[src/design/imu_sensor_report_unpacker_core_macros.svh]
// Assertion macros shared by the sensor report unpacker RTL.
// Expects clk_i and rst_ni in scope of the module that uses them.
`ifndef IMU_SENSOR_REPORT_UNPACKER_CORE_MACROS_SVH
`define IMU_SENSOR_REPORT_UNPACKER_CORE_MACROS_SVH

// Property must hold at every clock edge outside reset
`define IMU_UNP_ASSERT(lbl, prop, msg) \
  lbl: assert property (@(posedge clk_i) disable iff (!rst_ni) (prop)) else $error(msg);

// Condition must never be seen outside reset
`define IMU_UNP_NEVER(lbl, cond, msg) \
  lbl: assert property (@(posedge clk_i) disable iff (!rst_ni) !(cond)) else $error(msg);

`endif

[src/design/imu_unp_pkg.sv]
// Shared types, constants and unpacking functions for the sensor report unpacker.
// No dependencies.
`default_nettype none

package imu_unp_pkg;

  localparam int unsigned DefSampleSlots = 3;
  localparam int unsigned DefReportBytes = 64;

  localparam logic [7:0]  ReportId   = 8'h01;
  localparam int unsigned HdrLen     = 8;
  localparam int unsigned SlotLen    = 16;
  localparam int unsigned MagLen     = 6;
  localparam int unsigned VecW       = 21;
  localparam int unsigned RawW       = SlotLen * 8;
  localparam int unsigned OutDataW   = 168;
  localparam int unsigned QueueDepth = 2;

  typedef enum logic {
    KindInertial = 1'b0,
    KindMag      = 1'b1
  } kind_e;

  // One queued result: header copy plus the raw slot or magnetometer bytes
  typedef struct packed {
    kind_e            kind;
    logic [7:0]       num_samples;
    logic [15:0]      timestamp;
    logic [15:0]      temperature;
    logic [1:0]       sample_index;
    logic [RawW-1:0]  raw;
  } imu_entry_t;

  typedef struct packed {
    logic [VecW-1:0] z;
    logic [VecW-1:0] y;
    logic [VecW-1:0] x;
  } vec_t;

  // Big-endian 8-byte group to three 21-bit fields
  function automatic vec_t unpack_group(input logic [63:0] w);
    vec_t v;
    v.x = w[63:43];
    v.y = w[42:22];
    v.z = w[21:1];
    return v;
  endfunction

  // Little-endian signed 16-bit pair, sign-extended to 21 bits
  function automatic logic [VecW-1:0] mag_ext(input logic [7:0] lo, input logic [7:0] hi);
    return {{(VecW-16){hi[7]}}, hi, lo};
  endfunction

endpackage

`default_nettype wire

[src/design/imu_sensor_report_unpacker_core.sv]
// Channel       Dir  Beat content
// s_axis        in   tdata: data_byte[7:0]; tuser: first_byte
// m_axis        out  tdata: sample and header fields (168 bits); tuser: kind; tlast: last
//
// One byte beat per cycle is taken while the result queue has room.
// A result goes from its closing byte into the result queue and from there into the output register.
// Reset (rst_ni low) leaves the block idle until a first byte arrives.
// A stalled output fills the two-entry queue; only then is s_axis held off.
//
// Top level of the sensor report unpacker; depends on imu_unp_pkg,
// imu_unp_front, imu_unp_queue and imu_unp_back.
`default_nettype none

module imu_sensor_report_unpacker_core import imu_unp_pkg::*; #(
  parameter int unsigned SAMPLE_SLOTS = DefSampleSlots,
  parameter int unsigned REPORT_BYTES = DefReportBytes
) (
  input  wire logic                 clk_i,
  input  wire logic                 rst_ni,
  input  wire logic                 s_axis_tvalid,
  output logic                      s_axis_tready,
  input  wire logic [7:0]           s_axis_tdata,   // data_byte[7:0]
  input  wire logic [0:0]           s_axis_tuser,   // first_byte[0]
  output logic                      m_axis_tvalid,
  input  wire logic                 m_axis_tready,
  // num_samples[7:0], timestamp[23:8], temperature[39:24], sample_index[41:40],
  // vec_a_x[62:42], vec_a_y[83:63], vec_a_z[104:84],
  // vec_b_x[125:105], vec_b_y[146:126], vec_b_z[167:147]
  output logic [OutDataW-1:0]       m_axis_tdata,
  output logic [0:0]                m_axis_tuser,   // kind[0]
  output logic                      m_axis_tlast    // last_of_report
);

  logic       q_full, q_empty, push, pop;
  imu_entry_t push_entry, head;

  imu_unp_front #(
    .SampleSlots (SAMPLE_SLOTS),
    .ReportBytes (REPORT_BYTES)
  ) u_front (
    .clk_i        (clk_i),
    .rst_ni       (rst_ni),
    .in_valid_i   (s_axis_tvalid),
    .in_ready_o   (s_axis_tready),
    .in_byte_i    (s_axis_tdata),
    .in_first_i   (s_axis_tuser[0]),
    .q_full_i     (q_full),
    .push_o       (push),
    .push_entry_o (push_entry)
  );

  imu_unp_queue u_queue (
    .clk_i        (clk_i),
    .rst_ni       (rst_ni),
    .push_i       (push),
    .push_entry_i (push_entry),
    .full_o       (q_full),
    .empty_o      (q_empty),
    .pop_i        (pop),
    .head_o       (head)
  );

  imu_unp_back u_back (
    .clk_i       (clk_i),
    .rst_ni      (rst_ni),
    .q_empty_i   (q_empty),
    .head_i      (head),
    .pop_o       (pop),
    .out_valid_o (m_axis_tvalid),
    .out_ready_i (m_axis_tready),
    .out_data_o  (m_axis_tdata),
    .out_kind_o  (m_axis_tuser[0]),
    .out_last_o  (m_axis_tlast)
  );

endmodule

`default_nettype wire

[src/design/imu_unp_front.sv]
// Front end: byte position tracking, header capture and slot/magnetometer collection.
// Depends on imu_unp_pkg; pushes finished result entries into imu_unp_queue.
`default_nettype none

module imu_unp_front import imu_unp_pkg::*; #(
  parameter int unsigned SampleSlots = DefSampleSlots,
  parameter int unsigned ReportBytes = DefReportBytes
) (
  input  wire logic       clk_i,
  input  wire logic       rst_ni,
  input  wire logic       in_valid_i,
  output logic            in_ready_o,
  input  wire logic [7:0] in_byte_i,
  input  wire logic       in_first_i,
  input  wire logic       q_full_i,
  output logic            push_o,
  output imu_entry_t      push_entry_o
);

  `include "imu_sensor_report_unpacker_core_macros.svh"

  localparam int unsigned PosW    = $clog2(ReportBytes + 1);
  localparam int unsigned SlotW   = PosW - 4;
  localparam int unsigned MagBase = HdrLen + SlotLen * SampleSlots;

  logic [PosW-1:0]       pos_q, pos_d, pos_eff, pos_m8;
  logic                  valid_q, valid_d;
  logic [7:0]            count_q, count_d;
  logic [15:0]           ts_q, ts_d;
  logic [15:0]           temp_q, temp_d;
  logic [RawW-9:0]       slot_sr_q, slot_sr_d;
  logic [8*MagLen-9:0]   mag_sr_q, mag_sr_d;
  logic                  accept, live, act, in_slot, in_mag;
  logic [SlotW-1:0]      slot_num;
  logic                  slot_emit, mag_emit;

  assign in_ready_o = !q_full_i;
  assign accept     = in_valid_i && in_ready_o;

  // Position of this beat; a first byte restarts at zero
  assign pos_eff  = in_first_i ? '0 : pos_q;
  assign live     = pos_eff < PosW'(ReportBytes);
  assign act      = accept && live && valid_q && (pos_eff != '0);
  assign pos_m8   = pos_eff - PosW'(HdrLen);
  assign slot_num = pos_m8[PosW-1:4];
  assign in_slot  = (pos_eff >= PosW'(HdrLen)) && (pos_eff < PosW'(MagBase));
  assign in_mag   = (pos_eff >= PosW'(MagBase)) && (pos_eff < PosW'(MagBase + MagLen));

  assign slot_emit = act && in_slot && (pos_m8[3:0] == 4'(SlotLen - 1))
                     && (8'(slot_num) < count_q);
  assign mag_emit  = act && (pos_eff == PosW'(MagBase + MagLen - 1));

  // Next state of position, id check, header fields and byte shift registers
  always_comb begin
    pos_d     = pos_q;
    valid_d   = valid_q;
    count_d   = count_q;
    ts_d      = ts_q;
    temp_d    = temp_q;
    slot_sr_d = slot_sr_q;
    mag_sr_d  = mag_sr_q;
    if (accept && live) begin
      pos_d = pos_eff + PosW'(1);
      if (pos_eff == '0) begin
        valid_d = (in_byte_i == ReportId);
      end
    end
    if (act) begin
      priority if (pos_eff == PosW'(1)) begin
        count_d = in_byte_i;
      end else if (pos_eff == PosW'(2)) begin
        ts_d[7:0] = in_byte_i;
      end else if (pos_eff == PosW'(3)) begin
        ts_d[15:8] = in_byte_i;
      end else if (pos_eff == PosW'(6)) begin
        temp_d[7:0] = in_byte_i;
      end else if (pos_eff == PosW'(7)) begin
        temp_d[15:8] = in_byte_i;
      end else if (in_slot) begin
        slot_sr_d = {slot_sr_q[RawW-17:0], in_byte_i};
      end else if (in_mag) begin
        mag_sr_d = {mag_sr_q[8*MagLen-17:0], in_byte_i};
      end else begin
        // reserved and trailing bytes change nothing
        count_d = count_q;
      end
    end
  end

  // Control and header registers
  always_ff @(posedge clk_i or negedge rst_ni) begin
    if (!rst_ni) begin
      pos_q   <= PosW'(ReportBytes);
      valid_q <= 1'b0;
      count_q <= '0;
      ts_q    <= '0;
      temp_q  <= '0;
    end else begin
      pos_q   <= pos_d;
      valid_q <= valid_d;
      count_q <= count_d;
      ts_q    <= ts_d;
      temp_q  <= temp_d;
    end
  end

  // Byte collection shift registers, not reset
  always_ff @(posedge clk_i) begin
    slot_sr_q <= slot_sr_d;
    mag_sr_q  <= mag_sr_d;
  end

  // Result entry for the queue
  always_comb begin
    push_o                    = slot_emit || mag_emit;
    push_entry_o.num_samples  = count_q;
    push_entry_o.timestamp    = ts_q;
    push_entry_o.temperature  = temp_q;
    if (mag_emit) begin
      push_entry_o.kind         = KindMag;
      push_entry_o.sample_index = '0;
      push_entry_o.raw          = RawW'({mag_sr_q, in_byte_i});
    end else begin
      push_entry_o.kind         = KindInertial;
      push_entry_o.sample_index = 2'(slot_num);
      push_entry_o.raw          = {slot_sr_q, in_byte_i};
    end
  end

  `IMU_UNP_ASSERT(a_pos_range, pos_q <= PosW'(ReportBytes), "byte position out of range")
  `IMU_UNP_NEVER(a_emit_both, slot_emit && mag_emit, "slot and magnetometer result together")

endmodule

`default_nettype wire

[src/design/imu_unp_queue.sv]
// Short result queue between the front end and the output stage.
// Depends on imu_unp_pkg for the entry type and depth.
`default_nettype none

module imu_unp_queue import imu_unp_pkg::*; (
  input  wire logic        clk_i,
  input  wire logic        rst_ni,
  input  wire logic        push_i,
  input  imu_entry_t       push_entry_i,
  output logic             full_o,
  output logic             empty_o,
  input  wire logic        pop_i,
  output imu_entry_t       head_o
);

  `include "imu_sensor_report_unpacker_core_macros.svh"

  localparam int unsigned PtrW = (QueueDepth > 1) ? $clog2(QueueDepth) : 1;
  localparam int unsigned CntW = $clog2(QueueDepth + 1);

  imu_entry_t      store_q [QueueDepth];
  logic [PtrW-1:0] wr_q, wr_d, rd_q, rd_d;
  logic [CntW-1:0] cnt_q, cnt_d;
  logic            do_push, do_pop;

  assign full_o  = (cnt_q == CntW'(QueueDepth));
  assign empty_o = (cnt_q == '0);
  assign do_push = push_i && !full_o;
  assign do_pop  = pop_i && !empty_o;
  assign head_o  = store_q[rd_q];

  // Pointer and fill count
  always_comb begin
    wr_d  = wr_q;
    rd_d  = rd_q;
    cnt_d = cnt_q;
    if (do_push) begin
      wr_d = (wr_q == PtrW'(QueueDepth - 1)) ? '0 : wr_q + PtrW'(1);
    end
    if (do_pop) begin
      rd_d = (rd_q == PtrW'(QueueDepth - 1)) ? '0 : rd_q + PtrW'(1);
    end
    unique case ({do_push, do_pop})
      2'b10:   cnt_d = cnt_q + CntW'(1);
      2'b01:   cnt_d = cnt_q - CntW'(1);
      default: cnt_d = cnt_q;
    endcase
  end

  always_ff @(posedge clk_i or negedge rst_ni) begin
    if (!rst_ni) begin
      wr_q  <= '0;
      rd_q  <= '0;
      cnt_q <= '0;
    end else begin
      wr_q  <= wr_d;
      rd_q  <= rd_d;
      cnt_q <= cnt_d;
    end
  end

  // Entry storage
  always_ff @(posedge clk_i) begin
    if (do_push) begin
      store_q[wr_q] <= push_entry_i;
    end
  end

  `IMU_UNP_NEVER(a_push_full, push_i && full_o, "push into a full queue")
  `IMU_UNP_ASSERT(a_cnt_bound, cnt_q <= CntW'(QueueDepth), "queue count overflow")

endmodule

`default_nettype wire

[src/design/imu_unp_back.sv]
// Output stage: unpacks queued entries into vectors and holds the result beat.
// Depends on imu_unp_pkg; pops from imu_unp_queue.
`default_nettype none

module imu_unp_back import imu_unp_pkg::*; (
  input  wire logic                clk_i,
  input  wire logic                rst_ni,
  input  wire logic                q_empty_i,
  input  imu_entry_t               head_i,
  output logic                     pop_o,
  output logic                     out_valid_o,
  input  wire logic                out_ready_i,
  output logic [OutDataW-1:0]      out_data_o,
  output logic                     out_kind_o,
  output logic                     out_last_o
);

  `include "imu_sensor_report_unpacker_core_macros.svh"

  logic                valid_q, valid_d;
  logic [OutDataW-1:0] data_q, data_d;
  logic                kind_q, kind_d, last_q, last_d;
  vec_t                vec_a, vec_b;

  assign pop_o = !q_empty_i && (!valid_q || out_ready_i);

  // Unpack the head entry; magnetometer bytes sit oldest first from bit 47 down
  always_comb begin
    if (head_i.kind == KindMag) begin
      vec_a.x = mag_ext(head_i.raw[47:40], head_i.raw[39:32]);
      vec_a.y = mag_ext(head_i.raw[31:24], head_i.raw[23:16]);
      vec_a.z = mag_ext(head_i.raw[15:8],  head_i.raw[7:0]);
      vec_b   = '0;
      last_d  = 1'b1;
    end else begin
      vec_a   = unpack_group(head_i.raw[RawW-1:64]);
      vec_b   = unpack_group(head_i.raw[63:0]);
      last_d  = 1'b0;
    end
    kind_d = head_i.kind;
    data_d = {vec_b.z, vec_b.y, vec_b.x, vec_a.z, vec_a.y, vec_a.x,
              head_i.sample_index, head_i.temperature, head_i.timestamp,
              head_i.num_samples};
    valid_d = pop_o ? 1'b1 : (out_ready_i ? 1'b0 : valid_q);
  end

  always_ff @(posedge clk_i or negedge rst_ni) begin
    if (!rst_ni) begin
      valid_q <= 1'b0;
    end else begin
      valid_q <= valid_d;
    end
  end

  // Output beat payload
  always_ff @(posedge clk_i) begin
    if (pop_o) begin
      data_q <= data_d;
      kind_q <= kind_d;
      last_q <= last_d;
    end
  end

  assign out_valid_o = valid_q;
  assign out_data_o  = data_q;
  assign out_kind_o  = kind_q;
  assign out_last_o  = last_q;

  `IMU_UNP_ASSERT(a_mag_last, !valid_q || (kind_q == last_q), "last must mark magnetometer beat only")

endmodule

`default_nettype wire
[config.mk]
export PLATFORM = sky130hd
export DESIGN_NAME = imu_sensor_report_unpacker_core
export DESIGN_NICKNAME = d
export VERILOG_FILES = /design/src/design/imu_unp_pkg.sv /design/src/design/imu_sensor_report_unpacker_core.sv /design/src/design/imu_unp_front.sv /design/src/design/imu_unp_queue.sv /design/src/design/imu_unp_back.sv
export VERILOG_INCLUDE_DIRS = /design/src /design/src/design
export SDC_FILE = /design/constraint.sdc
export NUM_CORES = 1
export LEC_CHECK = 0
export CAP_MARGIN = 5
export CORE_MARGIN = 3
export CORE_UTILIZATION = 45
export CTS_BUF_LIST = sky130_fd_sc_hd__clkbuf_8
export DETAILED_ROUTE_END_ITERATION = 10
export DONT_BUFFER_PORTS = 1
export MAX_ROUTING_LAYER = met4
export PLACE_DENSITY = 0.6
export SETUP_SLACK_MARGIN = 0.4
export SYNTH_ARGS = -nofsm -noshare
export SYNTH_HDL_FRONTEND = slang
export SYNTH_SLANG_ARGS = --single-unit
[constraint.sdc]
create_clock -name clk_i -period 18.2 [get_ports clk_i]
set_input_delay 0.91 -clock clk_i [delete_from_list [all_inputs] [get_ports clk_i]]
set_output_delay 0.91 -clock clk_i [all_outputs]
set_load 0.01 [all_outputs]
# == Word-level counts from Yosys, hierarchy flattened ==
# Memory sizes are Yosys's and may differ from the RTL's.
# Index checks and enable logic that the tools add are counted.
# op_classes
n_addsub,6
magnitude_cmp,6
n_eq_ne,11
mux,12
bitwise,6
n_reduce_logical,31
# op_table
op,count
$mux W130,1
$mux W63,1
$eq A7 B2 Y1 const B,2
$eq A7 B3 Y1 const B,2
$lt A7 B6 Y1 const B,2
$logic_and A1 B1 Y1,13
$eq A8 B1 Y1 const B,1
$lt A3 B8 Y1,1
$mux W1,8
$reduce_and A8 Y1,1
$add A7 B1 Y7 const B,1
$eq A7 B1 Y1 const B,1
$eq A7 B6 Y1 const B,1
$ge A7 B4 Y1 const B,1
$ge A7 B6 Y1 const B,1
$logic_not A7 Y1,1
$lt A7 B7 Y1 const B,1
$mux W7,1
$reduce_and A7 Y1,1
$reduce_bool A7 Y1,1
$sub A7 B4 Y7 const B,1
$not A1 Y1,6
$reduce_and A6 Y1,1
$reduce_and A5 Y1,1
14 further kinds,21
# word_totals
regBits,383
ram_bits,342
in_bits,13
output_inout_bits,172
word_cells,90
n_memories,1
# mem_list
memory,depth,width,rd,rd_ports_with_merged_regs,wr,line,rtl
u_queue.store_q,2,171,1,0,1,imu_unp_queue.sv:21,imu_entry_t store_q [QueueDepth];

# == Longest topological paths before layout ==
# Gate-level depths: netlist of the first run.
# logic_depth
depth_word,13
mapped_depth,14
ltp_nobuf,13

# == Hierarchy ==
# From an unflattened synthesis of the first run, not the netlist that was laid out.
# unflattened
hier_cells,1368
hier_area_um2,27422.6
# modules_own_cells
mod,n_inst,cells_each,area_each_um2,seq_area_each_um2
imu_unp_queue,1,550,12847.3,10369.9
imu_unp_front,1,482,8170.3,6007.0
imu_unp_back,1,336,6404.9,5099.9

# == Least setup slack after synthesis of the first run ==
# OpenSTA, ideal clock, no wires.
# synth_path
path_kind,in2reg
start,input s_axis_tuser
end,"register u_front.slot_sr_q[0], enable pin"
setup_ns,0.747
arrival_ns,10.308
t_required_ns,17.453
setup_slack_ns,7.145
stages,9
path_buffers,2
path_cell_list,clkbuf_1 -> nor2b_1 -> inv_1 -> ha_1 -> nand3_1 -> and4_1 -> buf_6 -> nand2_1 -> nor3_1
# synth_via
elab_chain_cells,6
word_cells_on_any_way,20
cone_classes,order compare: 3; eq/ne: 5; mux: 1; bitwise: 5; reduce/logical: 6
# synth_rtl
item,line,rtl
from (decl),imu_sensor_report_unpacker_core.sv:23,"input wire logic [0:0] s_axis_tuser,"
$mux W7 (*),imu_unp_front.sv:41,assign pos_eff = in_first_i ? '0 : pos_q;
$lt A7 B7 Y1,imu_unp_front.sv:42,assign live = pos_eff < PosW'(ReportBytes);
$logic_and A1 B1 Y1 (3 in series),imu_unp_front.sv:43,assign act = accept && live && valid_q && (pos_eff != '0);
$reduce_and A7 Y1 (no source line) (*),--,
to (signal assigned),imu_unp_front.sv:109,slot_sr_q <= slot_sr_d;
to (decl),imu_unp_front.sv:31,"logic [RawW-9:0] slot_sr_q, slot_sr_d;"
# Mark *: on every way between the ends. The rest lies on a longest branch, timed or not.
# A chain may end at the register's enable or synchronous reset.

# == Worst setup path after layout of the first run ==
# layout_path
start,register u_front.pos_q[0]
end,"memory u_queue.store_q[1][110] (netlist name), enable pin"
# layout_via
elab_chain_cells,12
word_cells_on_any_way,21
cone_classes,add/sub: 1; order compare: 4; eq/ne: 2; mux: 3; reduce/logical: 11
# layout_rtl
item,line,rtl
from (decl),imu_unp_front.sv:26,"logic [PosW-1:0] pos_q, pos_d, pos_eff, pos_m8;"
from (signal assigned),imu_unp_front.sv:93,pos_q <= PosW'(ReportBytes);
from (signal assigned),imu_unp_front.sv:99,pos_q <= pos_d;
$mux W7 (*),imu_unp_front.sv:41,
"parallel branches: the longest is 7 deep, another holds $lt A3 B8 Y1",--,
$logic_or A1 B1 Y1 (*),imu_unp_front.sv:115,push_o = slot_emit || mag_emit;
$logic_and A1 B1 Y1 (*),imu_unp_queue.sv:28,assign do_push = push_i && !full_o;
$mux W1 (*),imu_unp_queue.sv:64,if (do_push) begin
$mux W1 (not written as such) (*),imu_unp_queue.sv:65,store_q[wr_q] <= push_entry_i;
to (decl),imu_unp_queue.sv:21,
# Mark *: on every way between the ends.

==> out/metrics.cfg, run 1 <==
[outcome]
status = finished, final reports clean

[synthesis]
yosys_most_used_dff = edfxtp_1
async_reset_ff_share_pct = 7.34
ys_warn_count = 0
syn_area_mm2 = 0.0270
synth-edff-count = 669
avgSynthCellArea_um2 = 17.2
syn-num-nets = 1590
ys_types = 48
synth-seq-cells = 722
ys_seq_area_share_pct = 79.4
syn_inst = 1569

[flow_run]
cap_viol_max_count = 0

[timing]
min_period_over_period_pct = 23.2
setup_viol = 0
rsz0062_at_grt = false
worst_slack_ns = 13.97
maxSlewHeadroom_pct = 16.5
worstMarginPinSlew_ns = 1.25
finClkSkew_ns = 0.0207
period_needed_ns = 4.23
finalMaxSlewViolations = 0
finalHoldViolCount = 0
maxClockFrequency_ghz = 0.237
hold_ws_ns = 0.0741
tns_ns = 0

[cells_and_area]
instances_no_fill = 2491
nNetsFinal = 1647
area_delta_synth_final_pct = 10.8
final_layout_size_suffix_gt1_share_pct = 14.8
fin_area_mm2 = 0.0299
regArea_mm2 = 0.0214
n_antenna_cell = 0
nFillCells = 4870
multiInputGateArea_mm2 = 0.00523

[place]
hpwl_um = 32200
place_congestion = 0.775
place_ws_ns = 13.62
portBuffers = 0
placed_cell_area_mm2 = 0.0278
post-place-cells = 2282

[clock_network]
cts_resized = 0
htreeDepth = 3
clock-sinks = 722
clkTransAtPathRegs_ns = 0.06
cts_tree = done
clk_latency_ns = 0.70
cts_buffer_depth = 3
cts_setup_buffers = 0
cts.root.buffer_cell = clkbuf_8
cts-buffers-inserted = 113

[grt]
grt_pass1_vias = 13100
grt_usage_pct = 17.9
grt_overflow = 0
grt_pass1_wl_um = 81500
antenna_found_initial = 2
grt_max_degree = 171

[floorplanning]
ios = 185
die_x_um = 251
rows = 89
dieArea_mm2 = 0.0629
initial_core_util_pct = 45.6
die-height_um = 251
coreArea_mm2 = 0.0591

[pwr]
p_leak_uw = 0.0107
ir_drop_mv = 0.133
p_per_area_mw_per_mm2 = 128

[drt]
drc = 0
num_vias = 13000
wire_per_inst_um = 22.1
viasPerCell = 5.20
drtIter0Drc = 983
routed_wl_um = 55100
drt_first_pass_iters = 5
ant_nets = 0

[setup_path]
cp_max_fo = 170
cp.arrival_ns = 4.51
cp.required_ns = 18.49
critPathKind = flop to flop
startpoint_type = flop
endpoint_kind = flop

[worst_hold_path]
hp-class = primary input to async pin

-- repair_timing --
action / in CTS / in global routing
setup endpoints to repair: 0 / 0
hold buffers: 2 / 0
endpoints found under the hold margin: 52 / 0
-- stage by stage --
step / power, uW / utilization (%)
floorplan: 2550 / -
global placement: 2660 / 47.0
detailed placement: 2670 / 47.0
CTS: 3900 / 50.5
global route: 4020 / 50.5
finish: 3840 / 50.5
-- registers in the layout, summed over array words and instances (netlist names) --
register,cells
u_queue.store_q,340
u_back.out_data_o,168
u_front.slot_sr_q,120
u_front.mag_sr_q,40
u_front.temp_q,16
u_front.ts_q,16
u_front.count_q,8
u_front.pos_q,7
u_queue.cnt_q,2
u_back.out_last_o,1
u_back.out_valid_o,1
u_front.valid_q,1
u_queue.rd_q,1
u_queue.wr_q,1
-- cells in the mapped netlist (4+ instances only) --
master	instances	area share, %
a211oi_1	45	1.3
a21oi_1	50	0.93
a31oi_1	19	0.44
and2_1	82	1.9
buf_1	11	0.15
buf_2	4	0.074
clkbuf_1	59	0.82
dfrtp_1	52	4.8
edfxtp_1	669	75
ha_1	8	0.37
inv_1	10	0.14
mux2_2	76	3.2
mux2_4	8	0.45
mux2i_1	109	4.0
nand2_1	135	1.9
nand2b_1	22	0.51
nand3_1	4	0.074
nor2_1	73	1.0
nor2b_1	66	1.5
nor3_1	21	0.39
o21ai_0	4	0.074
xnor2_1	5	0.16
-- cell families (layout without fill, tap and decap cells) --
group / count (synthesis) / in the layout / share of synthesized area, %
AOI/OAI and AO/OA: 127 / 127 / 2.98
xor gates and xnor gates: 8 / 8 / 0.260
adders and majority gates: 8 / 8 / 0.371
buffers and inverters: 88 / 237 / 1.31
DFF: 722 / 722 / 79.4
muxes: 193 / 193 / 7.67
and+or+nand+nor: 423 / 423 / 7.97
-- power breakdown --
group | switching [uW] | internal (uW)
combinational | 273 | 127
sequential | 181 | 2040
clock | 606 | 614
total | 1060 | 2780
-- placed cells by master (no fill, tap or decap), drive strengths merged, types with 2 or more instances in the layout --
cell	n
clkinv	37
nand2b	22
dfrtp	52
xnor2	5
xor2	3
mux2i	109
buf	18
nand3	5
a21oi	50
and2	82
nor2	73
clkinvlp	5
nor4	4
a211oi	45
or3	2
nand2	135
o21ai	4
edfxtp	669
nor2b	66
nor3	22
clkbuf	118
and3	2
ha	8
nor4b	2
inv	57
a31oi	19
o22ai	2
mux2	84
nand4	4
-- worst paths after layout --
kind                                                       from                           endpoint  slack (ns)  cells past startpoint
worst max-delay path               u_front.pos_q[0]$_DFFE_PN0N_  u_queue.store_q[1][110]$_DFFE_PP_       13.97                     10
min in group clk_i                              s_axis_tdata[3]    u_queue.store_q[0][3]$_DFFE_PP_        0.31                      0
max in group asynchronous                                rst_ni       u_front.pos_q[6]$_DFFE_PN1N_       17.39                      1
worst min-delay path                                     rst_ni        u_front.ts_q[5]$_DFFE_PN0P_        0.07                      1
worst min register to register  u_front.slot_sr_q[56]$_DFFE_PP_    u_front.slot_sr_q[64]$_DFFE_PP_        0.42                      0
worst max register to register     u_front.pos_q[0]$_DFFE_PN0N_  u_queue.store_q[1][110]$_DFFE_PP_       13.97                     10
-- routing by layer --
layer	vias to the layer above	global-route usage (%)	part of all wire (%)
li1	5995	-	-
met1	6519	23.0	43
met2	364	28.2	49
met3	86	5.14	6.3
met4	0	4.70	2.0
met5	-	-	0
-- worst max-delay path, stage by stage, from the launching register on --
cell and delay, ns:
dfrtp_1 0.34, nor2b_1 0.34, ha_1 0.31, nand3_1 0.11, nor4_1 0.26, nand4_1 0.15
buf_4 0.25, inv_2 0.65, a41oi_2 0.22, nor2b_4 0.21, buf_12 0.57
-- final cells by class --
class                           instances  share of cell area, %
Sequential cell                       722                   71.7
Multi-Input combinational cell        759                   17.5
Clock buffer                          118                   5.43
Tap cell                              773                   3.24
Clock inverter                         89                   1.39
Timing Repair Buffer                   19                  0.636
Inverter                               11                  0.138
Power figures use the tool's default switching activity.
==> run 2: changes to the inputs <==
==> constraint.sdc (replaced) <==
create_clock -name clk_i -period 3.9 [get_ports clk_i]
set_input_delay 0.195 -clock clk_i [delete_from_list [all_inputs] [get_ports clk_i]]
set_output_delay 0.195 -clock clk_i [all_outputs]
set_load 0.01 [all_outputs]
==> out/metrics.cfg, run 2 (synthesized netlist as in run 1, its figures left out) <==
[grt]
grt_overflow = 0  ; unchanged
grt_usage_pct = 18.5  ; +0.61 points
grt_pass1_vias = 13600  ; +4.3%
grt_pass1_wl_um = 84800  ; +4.1%
antenna_found_initial = 6  ; +4
grt_max_degree = 120  ; -30%

[pwr]
ir_drop_mv = 0.742  ; +460%
seqPwrFrac_pct = 55.9  ; -1.9 points
p_clk_share_pct = 32.9  ; +1.1 points
p_switching_uw = 5080  ; +380%
switching_share_pct = 27.5  ; -0.13 points
p_per_area_mw_per_mm2 = 600  ; +370%
p_leak_uw = 0.0111  ; +3.7%
p_int_uw = 13400  ; +380%
combPwrFrac_pct = 11.2  ; +0.8 points

[cells_and_area]
nFillCells = 4776  ; -1.9%
largest_register_ffs = 340  ; unchanged
regMostFlops = u_queue.store_q
fin_util_pct = 52.1  ; +1.6 points
mostFrequentLayoutCells = edfxtp_1, nand2_1, clkbuf_8
area_delta_synth_final_pct = 14.3
nNetsFinal = 1691  ; +2.7%
final_common_cell = edfxtp_1
final_layout_size_suffix_gt1_share_pct = 17.1  ; +2.3 points
fin_area_mm2 = 0.0308  ; +3.1%
instances_no_fill = 2545  ; +2.2%

[place]
place_congestion = 0.789  ; +1.8%
portBuffers = 0  ; unchanged
hpwl_um = 34100  ; +5.8%
post-place-cells = 2295  ; +0.57%
placed_cell_area_mm2 = 0.0282  ; +1.2%

[clock_network]
clkTransAtPathRegs_ns = 0.07  ; about the same
htreeDepth = 3  ; unchanged
cts_buffer_depth = 3  ; unchanged
cts.root.buffer_cell = clkbuf_8
clock-sinks = 722  ; unchanged
cts_tree = done
clk_latency_ns = 0.70  ; about the same
cts-buffers-inserted = 113  ; unchanged

[timing]
maxSlewHeadroom_pct = 21.7  ; +5.2 points
period_needed_ns = 3.39  ; -0.839 ns
maxClockFrequency_ghz = 0.295  ; +25%
rsz0062_at_grt = false
setup_viol = 0  ; unchanged
finalMaxSlewViolations = 0  ; unchanged
tns_ns = 0  ; unchanged
min_period_over_period_pct = 86.8  ; +64 points
finalHoldViolCount = 0  ; unchanged
worstMarginPinSlew_ns = 1.18  ; -0.0780 ns
finClkSkew_ns = 0.0217  ; +0.00108 ns

[drt]
drt_first_pass_iters = 5  ; unchanged
ant_nets = 0  ; unchanged
viasPerCell = 5.21  ; about the same
wire_per_inst_um = 22.4  ; +1.5%
drtIter0Drc = 887  ; -9.8%
routed_wl_um = 57100  ; +3.7%
num_vias = 13200  ; +2.2%
drc = 0  ; unchanged

[worst_hold_path]
hold_start = s_axis_tuser
hp-class = primary input to flop

[setup_path]
critPathKind = flop to flop
cp.required_ns = 4.25  ; -14.24 ns
r2r-start = u_front.pos_q[3]$_DFFE_PN0N_
cp.arrival_ns = 3.74  ; -0.77 ns
endpoint_kind = flop
cp_cell_sequence = or2b_1 > ha_2 > or3_1 > nand2_1 > ha_1 > a21boi_1 > o21a_1 > o21ai_1 > a41oi_4 > nor2_4 > buf_12 > buf_8
startpoint = u_front.pos_q[3]$_DFFE_PN0N_
critPathMaxStageDelay_ns = 0.43  ; -0.22 ns
cp_max_fo = 42  ; -75%
startpoint_type = flop
cp_slowest_cell = dfrtp_2

[floorplanning]
die-height_um = 251  ; unchanged
coreArea_mm2 = 0.0591  ; unchanged
rows = 89  ; unchanged
ios = 185  ; unchanged
dieArea_mm2 = 0.0629  ; unchanged
die_x_um = 251  ; unchanged
initial_core_util_pct = 45.6  ; unchanged

[outcome]
status = finished, final reports clean

[flow_run]
cap_viol_max_count = 0  ; unchanged

run 2: changes by cell type in the layout (fill, tap and decap cells not counted), moves of 4 or more:
| cell | before | now |
|---|---|---|
| clkinvlp_4 | 5 | 0 |
| buf_12 | 2 | 17 |
| clkinv_2 | 13 | 23 |
| clkinv_1 | 23 | 19 |
| clkbuf_8 | 118 | 123 |
| inv_1 | 55 | 48 |
| diode_2 | 0 | 6 |
| dlygate4sd3_1 | 1 | 25 |
run 2: per-layer routing:
layer / up-vias / global-route usage [%] / routed length, um
met5: - / - / 0
met3: 89 / 4.12 / 3090
met2: 354 / 29.9 / 28500
li1: 6111 / - / -
met1: 6695 / 23.8 / 24500
met4: 0 / 5.27 / 1050
run 2: power by group through the flow:
stage	Clock (uW)	Sequential, uW	Combinational, uW
global route	6650	10400	2300
global placement	0	10500	1990
floorplan	0	10300	1490
finish	6080	10300	2070
detailed placement	0	10500	2020
CTS	6290	10400	2130
run 2: final timing paths:
path / endpoint / slack (ns) / cells after the start
hold / removal: u_front.slot_sr_q[3]$_DFFE_PP_ / 0.05 / 3
max in group asynchronous: u_queue.rd_q$_DFFE_PN0P_ / 2.94 / 4
min in group asynchronous: u_front.count_q[1]$_DFFE_PN0P_ / 0.50 / 3
setup reg to reg: u_queue.store_q[0][121]$_DFFE_PP_ / 0.51 / 12
setup / recovery: u_queue.store_q[0][121]$_DFFE_PP_ / 0.51 / 12
hold reg to reg: u_front.slot_sr_q[79]$_DFFE_PP_ / 0.43 / 0
run 2: final cells by class:
| type | count | area [um2] | area share (%) |
|---|---|---|---|
| inverters | 11 | 41.3 | 0.134 |
| clock buffers | 123 | 1690 | 5.49 |
| flip-flops and latches | 722 | 21400 | 69.5 |
| clock inverters | 88 | 489 | 1.59 |
| multi-input cells | 759 | 5310 | 17.2 |
| well taps | 773 | 967 | 3.14 |
| repair buffers | 63 | 868 | 2.82 |
| diodes | 6 | 15.0 | 0.0487 |
run 2: timing repair:
action / CTS / global route
endpoints found under the hold margin: 138 / 0
hold buffers: 27 / 0
pin swaps: 0 / 2
resized for setup: 1 / 12
cloned: 0 / 3
endpoints found under the setup margin: 43 / 289
buffers inserted: 0 / 3
run 2: critical path: cells and delay by family, from the launching register on:
kind	cells	cell delay, ns
AND/OR/NAND/NOR	4	0.97
AO/OA/AOI/OAI	4	0.73
buffers and inverters	2	0.46
flip-flops	1	0.43
adder cells (fa/ha/maj)	2	0.42
run 2: stage by stage:
| step | hold slack, ns | worst slack (ns) | total power [uW] |
|---|---|---|---|
| after global routing | 0.00787 | 0.390 | 19300 |
| after global placement | -0.0990 | 0.423 | 12500 |
| final | 0.0511 | 0.513 | 18500 |
| after CTS | 0.00257 | 0.407 | 18800 |
| after floorplan | -0.101 | -1.28 | 11800 |
| after detailed placement | -0.0989 | 0.390 | 12500 |
